File: config.mk
export PLATFORM = sky130hd
export DESIGN_NAME = fault_event_ring_logger_core
export DESIGN_NICKNAME = d
export VERILOG_FILES = /design/src/ferl_pkg.sv /design/src/fault_event_ring_logger_core.sv
export SDC_FILE = /design/constraint.sdc
export NUM_CORES = 1
export LEC_CHECK = 0
export BUFFER_PORTS_ARGS = -buffer_cell sky130_fd_sc_hd__clkbuf_2
export CORE_MARGIN = 4
export CORE_UTILIZATION = 55
export DETAILED_ROUTE_END_ITERATION = 10
export PLACE_DENSITY = 0.75
export SKIP_CTS_REPAIR_TIMING = 1
export SLEW_MARGIN = 25
export SYNTH_ARGS = -nofsm -noshare
export SYNTH_HDL_FRONTEND = slang
export SYNTH_SLANG_ARGS = --single-unit
File: constraint.sdc
create_clock -name clk_i -period 10.9 [get_ports clk_i]
set_input_delay 0.545 -clock clk_i [delete_from_list [all_inputs] [get_ports clk_i]]
set_output_delay 0.545 -clock clk_i [all_outputs]
set_load 0.1 [all_outputs]
File: src/ferl_pkg.sv
// types and constants of the fault event ring logger
`default_nettype none

package ferl_pkg;

  localparam int unsigned LOG_DEPTH          = 16;
  localparam int unsigned PTR_W              = $clog2(LOG_DEPTH);
  localparam int unsigned COUNT_W            = $clog2(LOG_DEPTH + 1);
  localparam logic [31:0] MIN_INTERVAL_RESET = 32'd1000;

  typedef enum logic [1:0] {
    MODE_LOG   = 2'd0,
    MODE_READ  = 2'd1,
    MODE_CLEAR = 2'd2
  } mode_e;

  typedef enum logic [2:0] {
    ST_LOGGED    = 3'd0,
    ST_DUPLICATE = 3'd1,
    ST_DEBOUNCED = 3'd2,
    ST_HIT       = 3'd3,
    ST_MISS      = 3'd4,
    ST_CLEARED   = 3'd5
  } status_e;

  typedef struct packed {
    mode_e       mode;
    logic [7:0]  error_code;
    logic [7:0]  fault_flags;
    logic [7:0]  subsystem;
    logic [7:0]  system_state;
    logic [31:0] uptime_ms;
    logic [7:0]  read_index;
  } req_t;

  typedef struct packed {
    status_e     status;
    logic [4:0]  entry_count;
    logic [7:0]  out_error_code;
    logic [7:0]  out_fault_flags;
    logic [7:0]  out_subsystem;
    logic [7:0]  out_system_state;
    logic [31:0] out_uptime_ms;
  } rsp_t;

endpackage

`default_nettype wire

File: src/fault_event_ring_logger_core.sv
// fault event ring logger: record ring with duplicate and debounce filtering
//
//   port group              direction  timing
//   start / req_i / busy    in / out   request taken when start && !busy
//   done_o / rsp_o          out        one-cycle strobe, cannot be held off
//   cfg_we_i / cfg_wdata_i  in         min interval written when cfg_we_i
//
// every request's result is registered and shows on the cycle after it is taken
// the ring is a 16 x 64 memory with one write or one registered read per request
// busy stays low, so a request can be taken in every cycle
// reset clears pointer, count and filter memory; ring contents are not cleared
`default_nettype none

module fault_event_ring_logger_core (
  input  wire logic            clk_i,
  input  wire logic            rst_ni,
  input  wire logic            start,
  output logic                 busy,
  input  wire ferl_pkg::req_t  req_i,
  output logic                 done_o,
  output ferl_pkg::rsp_t       rsp_o,
  input  wire logic            cfg_we_i,
  input  wire logic [31:0]     cfg_wdata_i
);
  import ferl_pkg::*;

  typedef struct packed {
    logic [31:0] uptime_ms;
    logic [7:0]  system_state;
    logic [7:0]  subsystem;
    logic [7:0]  fault_flags;
    logic [7:0]  error_code;
  } record_t;

  record_t              mem_q [LOG_DEPTH];
  record_t              rd_q;
  logic [PTR_W-1:0]     wp_q, wp_d;
  logic [COUNT_W-1:0]   count_q, count_d;
  logic [7:0]           last_code_q, last_code_d;
  logic [7:0]           last_flags_q, last_flags_d;
  logic [31:0]          last_up_q, last_up_d;
  logic [31:0]          min_interval_q;
  status_e              status_q, status_d;
  logic                 done_q;

  logic                 accept;
  logic                 do_write;
  logic                 do_read;
  logic [PTR_W-1:0]     rd_addr;
  logic [31:0]          up_diff;
  record_t              wr_rec;

  assign busy   = 1'b0;
  assign accept = start && !busy;

  assign up_diff = req_i.uptime_ms - last_up_q;
  assign rd_addr = PTR_W'(wp_q + req_i.read_index[PTR_W-1:0] - count_q[PTR_W-1:0]);
  assign wr_rec  = '{uptime_ms:    req_i.uptime_ms,
                     system_state: req_i.system_state,
                     subsystem:    req_i.subsystem,
                     fault_flags:  req_i.fault_flags,
                     error_code:   req_i.error_code};

  always_comb begin
    wp_d         = wp_q;
    count_d      = count_q;
    last_code_d  = last_code_q;
    last_flags_d = last_flags_q;
    last_up_d    = last_up_q;
    status_d     = ST_MISS;
    do_write     = 1'b0;
    do_read      = 1'b0;
    case (req_i.mode)
      MODE_LOG: begin
        if (req_i.error_code == last_code_q && req_i.fault_flags == last_flags_q) begin
          status_d = ST_DUPLICATE;
        end else if (req_i.error_code == last_code_q && last_up_q != 32'd0 &&
                     up_diff < min_interval_q) begin
          status_d = ST_DEBOUNCED;
        end else begin
          status_d     = ST_LOGGED;
          do_write     = 1'b1;
          wp_d         = PTR_W'(wp_q + 1'b1);
          if (count_q != COUNT_W'(LOG_DEPTH)) begin
            count_d = COUNT_W'(count_q + 1'b1);
          end
          last_code_d  = req_i.error_code;
          last_flags_d = req_i.fault_flags;
          last_up_d    = req_i.uptime_ms;
        end
      end
      MODE_READ: begin
        if (req_i.read_index < 8'(count_q)) begin
          status_d = ST_HIT;
          do_read  = 1'b1;
        end
      end
      MODE_CLEAR: begin
        status_d = ST_CLEARED;
        wp_d     = '0;
        count_d  = '0;
      end
      default: begin
        status_d = ST_MISS;
      end
    endcase
  end

  always_ff @(posedge clk_i or negedge rst_ni) begin
    if (!rst_ni) begin
      wp_q           <= '0;
      count_q        <= '0;
      last_code_q    <= '0;
      last_flags_q   <= '0;
      last_up_q      <= '0;
      status_q       <= ST_MISS;
      done_q         <= 1'b0;
      min_interval_q <= MIN_INTERVAL_RESET;
    end else begin
      done_q <= accept;
      if (accept) begin
        wp_q         <= wp_d;
        count_q      <= count_d;
        last_code_q  <= last_code_d;
        last_flags_q <= last_flags_d;
        last_up_q    <= last_up_d;
        status_q     <= status_d;
      end
      if (cfg_we_i) begin
        min_interval_q <= cfg_wdata_i;
      end
    end
  end

  // ring memory: one write or one registered read per request
  always_ff @(posedge clk_i) begin
    if (accept && do_write) begin
      mem_q[wp_q] <= wr_rec;
    end
    if (accept && do_read) begin
      rd_q <= mem_q[rd_addr];
    end
  end

  always_comb begin
    rsp_o             = '0;
    rsp_o.status      = status_q;
    rsp_o.entry_count = 5'(count_q);
    if (status_q == ST_HIT) begin
      rsp_o.out_error_code   = rd_q.error_code;
      rsp_o.out_fault_flags  = rd_q.fault_flags;
      rsp_o.out_subsystem    = rd_q.subsystem;
      rsp_o.out_system_state = rd_q.system_state;
      rsp_o.out_uptime_ms    = rd_q.uptime_ms;
    end
  end

  assign done_o = done_q;

endmodule

`default_nettype wire

==> results.sh, run 1 <==
export IMPL_worst_path_buf_inv=3
export IMPL_clockBufferDepth=3
export IMPL_grtUsageTotal_pct=23.2
export IMPL_finalNonFillerCells=3756
export IMPL_num_io_pins=184
export IMPL_crit_arrival_ps=7390
export IMPL_worst_path_stages=24
export IMPL_gp_congestion=0.879
export IMPL_period_needed_ps=7100
export IMPL_overflow=0
export IMPL_dp_hpwl_mm=55.7
export IMPL_n_fill_cell=5648
export IMPL_leakage_nw=18.1
export IMPL_tritoncts="yes"
export IMPL_clock_skew_ps=20.2
export IMPL_cts_buffers=111
export IMPL_drtIter0Drc=2612
export IMPL_antenna_found_initial=5
export IMPL_criticalPathCategory="reg -> reg"
export IMPL_root_buffer="clkbuf_16"
export IMPL_pwr_share_clk_pct=27.8
export IMPL_r2r_setup_slack_ps=3800
export IMPL_crit_chain="ha_1 -> inv_1 -> fa_1 -> a211oi_1 -> o21ai_0 -> nand3_1 -> a21oi_1 -> nand4_1 -> a41oi_1 -> a21oi_1 -> o21ai_0 -> xor2_1 -> ha_1 -> and4_1 -> nand3_1 -> nor4_1 -> o31a_1 -> o31ai_4 -> a21oi_2 -> o21ai_4 -> buf_4 -> nor2_1 -> and3_4 -> buf_4"
export IMPL_synth_cells=2269
export IMPL_slew_headroom_pct=32.8
export IMPL_status="finished, final reports clean"
export IMPL_r2r_start="last_up_q[0]"
export IMPL_critPathCaptureType="flip-flop"
export IMPL_critPathLaunch="last_up_q[0]"
export IMPL_synth_edf_count=1088
export IMPL_p_per_area_nw_per_um2=262
export IMPL_layout_nets=2701
export IMPL_synth_main_ff_cell="edfxtp_1"
export IMPL_drive_gt1_share_pct=30.0
export IMPL_rsz0062_at_grt="no"
export IMPL_die_w_microns=301
export IMPL_synth_most_common_cell="edfxtp_1"
export IMPL_power_switching_mw=4.12
export IMPL_cts_sinks=1181
export IMPL_avgSynthCellArea_sq_um=20.8
export IMPL_ys_ff_latch=1181
export IMPL_hold_viol=0
export IMPL_grt_max_degree=94
export IMPL_insertion_delay_ps=660
export IMPL_fin_crit_sh_pct=65.2
export IMPL_start_util_pct=55.5
export IMPL_reg2reg_to="mem_q[9][22]"
export IMPL_rows=107
export IMPL_firstDrtPassIters=5
export IMPL_dr_wl_met2_mm=52.4
export IMPL_peakVddDrop_mv=0.421
export IMPL_dieHeight_microns=301
export IMPL_post_drt_wl_per_cell_microns=27.5
export IMPL_antenna_left=0
export IMPL_yosysUniqueCellTypes=62
export IMPL_die_area_sq_um=90700
export IMPL_p_comb_share_pct=34.2
export IMPL_synth_area_leaders="edfxtp_1 69%, mux4_2 15%, dfrtp_1 4.6%"
export IMPL_critical_path_peak_fanout=63
export IMPL_seqPwrFrac_pct=38.1
export IMPL_core_area_sq_um=85100
export IMPL_post_route_drc_count=0
export IMPL_dp_cells=3540
export IMPL_worst_pin_slew_ps=1010
export IMPL_hold_path_class="in -> reg"
export IMPL_ys_top_cells_by_count="1088 x edfxtp_1, 320 x mux4_2, 90 x inv_1, 86 x dfrtp_1, 76 x ha_1"
export IMPL_top_layer="met4"
export IMPL_area_growth_pct=13.1
export IMPL_async_reset_ff_share_pct=7.87
export IMPL_htreeDepth=3
export IMPL_totalWireLength_mm=103
export IMPL_layout_setup_ws_ps=3800
export IMPL_routed_via_count=23200
export IMPL_final_util_pct=62.8
export IMPL_whs_path_depth=3
export IMPL_worst_hold_slack_ps=96.8
export IMPL_io_buffers=182
export IMPL_synth_top_area_share_pct=69.1
export IMPL_yosysTopAreaCell="edfxtp_1"
export IMPL_slowest_delay_ps=620
export IMPL_place_ws_ps=3240
export IMPL_slew_violations=0
export IMPL_hold_start="cfg_wdata_i[5]"
export IMPL_fmax_mhz=141
export IMPL_met1_length_mm=40.7
export IMPL_syn_num_nets=2459
export IMPL_grt_pass1_wl_mm=157
export IMPL_required_ps=11190
export IMPL_critPathTopFamily="compound AO/OA/AOI/OAI gates"
export IMPL_power_internal_mw=9.90
export IMPL_setup_worst_path_start_class="flip-flop"
export IMPL_critPathSlowestCell="buf_4"
export IMPL_yosysSeqAreaShare_pct=74.1
export IMPL_yosys_warnings=0
export IMPL_switching_share_pct=29.4
export IMPL_r2r_cells=24
export IMPL_via_per_inst=6.18
export IMPL_setup_violations=0
export IMPL_grt_pass1_vias=24400
export IMPL_drv_cap=0
export IMPL_worstHoldEndpoint="min_interval_q[5]"
export IMPL_route_met3_wl_mm=7.65
export IMPL_clkSlewWorstSetupHoldPaths_ps=60
export IMPL_netlist_area_sq_um=47300
export IMPL_p_total_mw=14.0
-- layout make-up --
type	count	area [sq um]	area share, %
diodes	5	12.5	0.0234
clock buffers	136	2970	5.55
clock inverters	73	729	1.36
inverters	90	338	0.632
multi-input cells	903	11700	21.8
flip-flops and latches	1181	35000	65.5
well taps	1144	1430	2.68
repair buffers	224	1310	2.44
-- state kept, by name (all words and copies together), names as in the netlist --
name	flops
last_flags_q	8
wp_q	4
mem_q	1024
last_up_q	32
rd_q	64
count_q	5
last_code_q	8
min_interval_q	32
status_q	3
done_o	1
-- placed cells by master, fill, tap and decap left out, types with 8 or more instances in the layout --
| cell | count |
|---|---|
| clkinv_2 | 20 |
| nand3_1 | 15 |
| mux2_2 | 42 |
| xnor2_1 | 18 |
| clkbuf_1 | 19 |
| a21o_1 | 17 |
| nand2_1 | 56 |
| ha_1 | 75 |
| buf_6 | 8 |
| and2_1 | 67 |
| clkinv_1 | 27 |
| mux4_2 | 320 |
| bufinv_16 | 14 |
| nand4_1 | 13 |
| clkbuf_16 | 114 |
| edfxtp_1 | 1088 |
| inv_1 | 90 |
| o21ai_0 | 58 |
| xor2_1 | 28 |
| buf_4 | 31 |
| a21oi_1 | 46 |
| nor2_1 | 32 |
| nor4_1 | 15 |
| clkbuf_2 | 181 |
| dfrtp_1 | 86 |
-- worst max path at each step --
stage	to	slack, ps
3_3_place_gp	mem_q[9][28]	3520
4_1_cts	mem_q[9][52]	3860
2_1_floorplan	mem_q[0][0]	-550
3_5_place_dp	mem_q[9][27]	3240
6_report	mem_q[9][22]	3800
5_1_grt	mem_q[9][25]	3370
-- power by group through the flow --
| stage | Combinational [mW] | Sequential, mW | Clock (mW) |
|---|---|---|---|
| after floorplan | 3.51 | 5.45 | 0 |
| after global placement | 4.72 | 5.42 | 0 |
| after detailed placement | 4.79 | 5.43 | 0 |
| after CTS | 4.87 | 5.34 | 3.94 |
| after global routing | 5.10 | 5.35 | 4.16 |
| final | 4.79 | 5.34 | 3.89 |
-- metal layers --
metal,GRT usage [%],vias up
met3,3.46,148
met1,32.8,12200
met2,38.1,1066
met5,0,-
met4,7.12,0
li1,-,9777
-- per-stage QoR --
step | TNS [ps] | area, sq um
after floorplan | -105310 | 47300
after global placement | 0 | 49700
after detailed placement | 0 | 49700
after CTS | 0 | 53400
after global routing | 0 | 53500
final | 0 | 53500
-- tightest hold or removal path, cell delays in order --
cell and delay, ps:
clkbuf_2 80, nand2_1 50, o21ai_0 70
-- cells by family after synthesis --
group / Yosys count / share of synthesized area, %
AO/OA/AOI/OAI: 169 / 2.24
XOR/XNOR: 48 / 0.905
adder cells (fa/ha/maj): 80 / 2.18
buffers and inverters: 185 / 1.58
flip-flops: 1181 / 74.1
multiplexers: 368 / 16.4
other: 1 / 0.00793
AND/OR/NAND/NOR: 237 / 2.63
(Power assumes the default switching activity.)
==> inputs of run 2 (changes only) <==
Settings changed: ABC_AREA from default to 1.
Clock period 10.9 ns to 6.3 ns, I/O delays scaled along.
==> run 2 against run 1 <==
Net effect:
- non-clock buffer count rose by 46
- routed wire length rose by 11%
- maximum frequency rose by 38%
- synthesized area rose by 4.4%
- critical path depth fell by 1
- final cell count rose by 41%
- synthesized cell count rose by 71%
- register-to-register slack got worse by 2600 ps
- first-iteration DRC count rose by 27%
- total power rose by 89%
- combinational power rose by 120%
- global-route usage rose by 0.93 points
- highest routed layer is now met5
==> results.sh, run 2 <==
export IMPL_rsz0062_at_grt="no"
export IMPL_post_drt_wl_per_cell_microns=21.7
export IMPL_design_area_sq_um=55500
export IMPL_drtIter0Drc=3326
export IMPL_insertion_delay_ps=690
export IMPL_critical_path_peak_fanout=80
export IMPL_async_reset_ff_share_pct=7.87
export IMPL_yosys_warnings=0
export IMPL_critPathCaptureType="flip-flop"
export IMPL_final_cell_mix="1088 x edfxtp_1, 554 x nor2_1, 544 x nand2_1"
export IMPL_grt_pass1_wl_mm=176
export IMPL_die_w_microns=308
export IMPL_largest_reg_flops=1024
export IMPL_totalWireLength_mm=115
export IMPL_core_area_sq_um=88600
export IMPL_yosysUniqueCellTypes=44
export IMPL_drv_cap=0
export IMPL_yosysSeqAreaShare_pct=71.0
export IMPL_io_buffers=182
export IMPL_yosysTopAreaCell="edfxtp_1"
export IMPL_reg_top3="mem_q (1024), rd_q (64)"
export IMPL_n_fill_cell=6470
export IMPL_synth_top_area_share_pct=66.2
export IMPL_grt_max_degree=161
export IMPL_layout_nets=4234
export IMPL_leakage_nw=20.2
export IMPL_setup_worst_path_start_class="flip-flop"
export IMPL_top_register="mem_q"
export IMPL_worst_hold_slack_ps=31.8
export IMPL_cts_buffers=115
export IMPL_layout_commonest_cell="edfxtp_1"
export IMPL_setup_tns_ps=0
export IMPL_status="finished, final reports clean"
export IMPL_clockBufferDepth=3
export IMPL_r2r_setup_slack_ps=1170
export IMPL_avgSynthCellArea_sq_um=12.7
export IMPL_ys_ff_latch=1181
export IMPL_dp_hpwl_mm=63.2
export IMPL_place_area_sq_um=51600
export IMPL_slew_violations=0
export IMPL_slew_headroom_pct=35.4
export IMPL_drive_gt1_share_pct=10.6
export IMPL_worst_pin_slew_ps=969
export IMPL_htreeDepth=3
export IMPL_grtUsageTotal_pct=24.1
export IMPL_fin_crit_sh_pct=81.4
export IMPL_required_ps=6900
export IMPL_reg2reg_to="last_up_q[30]"
export IMPL_firstDrtPassIters=7
export IMPL_cts_sinks=1181
export IMPL_layout_setup_ws_ps=1170
export IMPL_p_per_area_nw_per_um2=476
export IMPL_multiInputGateArea_sq_um=12700
export IMPL_die_area_sq_um=94600
export IMPL_hold_viol=0
export IMPL_gp_congestion=0.874
export IMPL_r2r_cells=23
export IMPL_dieHeight_microns=308
export IMPL_post_route_drc_count=0
export IMPL_start_util_pct=55.7
export IMPL_final_util_pct=62.6
export IMPL_crit_path_end="last_up_q[30]"
export IMPL_antenna_left=0
export IMPL_ys_top_cells_by_count="1088 x edfxtp_1, 571 x nor2_1, 544 x nand2_1, 324 x o21ai_0, 209 x a21oi_1"
export IMPL_rows=109
export IMPL_clock_skew_ps=23.9
export IMPL_r2r_start="last_up_q[2]"
export IMPL_synth_main_ff_cell="edfxtp_1"
export IMPL_crit_arrival_ps=5730
export IMPL_critPathLaunch="last_up_q[2]"
export IMPL_area_growth_pct=12.5
export IMPL_synth_area_leaders="edfxtp_1 66%, dfrtp_1 4.4%, nor2_1 4.3%"
export IMPL_netlist_area_sq_um=49300
export IMPL_criticalPathCategory="reg -> reg"
export IMPL_period_needed_ps=5130
export IMPL_routed_via_count=31200
export IMPL_root_buffer="clkbuf_16"
export IMPL_fmax_mhz=195
export IMPL_synth_cells=3882
export IMPL_tritoncts="yes"
export IMPL_clkSlewWorstSetupHoldPaths_ps=60
export IMPL_ff_latch_area_sq_um=35000
export IMPL_place_ws_ps=838
export IMPL_overflow=0
export IMPL_syn_num_nets=4072
export IMPL_num_io_pins=184
export IMPL_synth_edf_count=1088
export IMPL_peakVddDrop_mv=0.872
export IMPL_via_per_inst=5.89
export IMPL_synth_most_common_cell="edfxtp_1"
export IMPL_grt_pass1_vias=30500
export IMPL_antenna_found_initial=6
export IMPL_hold_path_class="in -> reg"
export IMPL_setup_violations=0
run 2: cell types whose count changed in the layout (fill, tap and decap cells not counted), moves of 118 or more:
cell / previous run / this run
o221ai_1: 0 / 129
o21ai_0: 58 / 324
mux2i_1: 0 / 128
inv_1: 90 / 208
nor2_1: 32 / 554
a21oi_1: 46 / 209
nand2_1: 56 / 544
mux4_2: 320 / 0
run 2: metrics by stage:
step | power (mW) | instances
5_1_grt | 28.0 | 5305
6_report | 26.4 | 5306
2_1_floorplan | 16.5 | 3882
3_5_place_dp | 20.0 | 5057
4_1_cts | 26.6 | 5270
3_3_place_gp | 19.8 | 5057
run 2: cells by family after synthesis:
group | share of synthesized area (%)
simple gates | 9.35
other cells | 0.00760
fa+ha+maj | 2.09
buf+inv | 3.70
compound gates | 10.4
mux | 2.62
xor+xnor | 0.832
flops | 71.0
run 2: how the worst min path moves through the flow:
stage	start	end	slack [ps]	cells after the start
after floorplan	rst_ni	count_q[0]	20	0
after global placement	rst_ni	count_q[0]	240	1
after detailed placement	rst_ni	count_q[4]	240	1
after CTS	rst_ni	status_q[0]	-490	1
after global routing	req_i[5]	status_q[2]	40	5
final	req_i[5]	status_q[2]	30	5
run 2: cell type report:
class / count / share of cell area [%]
flip-flops and latches: 1181 / 63.1
clock inverters: 63 / 0.917
well taps: 1165 / 2.63
inverters: 210 / 1.44
diodes: 1 / 0.00451
repair buffers: 270 / 3.57
clock buffers: 150 / 5.51
multi-input cells: 2266 / 22.9
run 2: critical path, stage by stage (launching register included):
cell and delay, ps:
dfrtp_1 380, inv_1 100, ha_1 280, a21oi_1 160, nand2_1 110, a21boi_0 390
o21ai_0 310, a21oi_1 320, o21ai_0 120, nand2_1 80, nand2_1 70, ha_1 290
nand2_1 60, inv_1 30, o21ai_0 150, a21oi_1 80, nor2_1 100, nand2_1 60
nor2_2 260, nand2_4 210, nand2_4 440, buf_4 700, nor2_1 130, a21oi_2 150
run 2: per-layer routing:
layer,wire [microns],track usage (%),vias to the layer above
li1,-,-,14400
met1,47100,34.3,15300
met2,54500,38.3,1338
met3,9770,4.13,195
met4,3750,8.35,2
met5,12,0,-
run 2: power breakdown:
part           total (mW)  switching, mW  leakage, nW  internal, mW
sequential           9.23         0.0833         10.9          9.14
clock                6.51           2.85         1.75          3.67
combinational        10.7           7.55         7.54          3.15
total                26.4           10.5         20.2          16.0
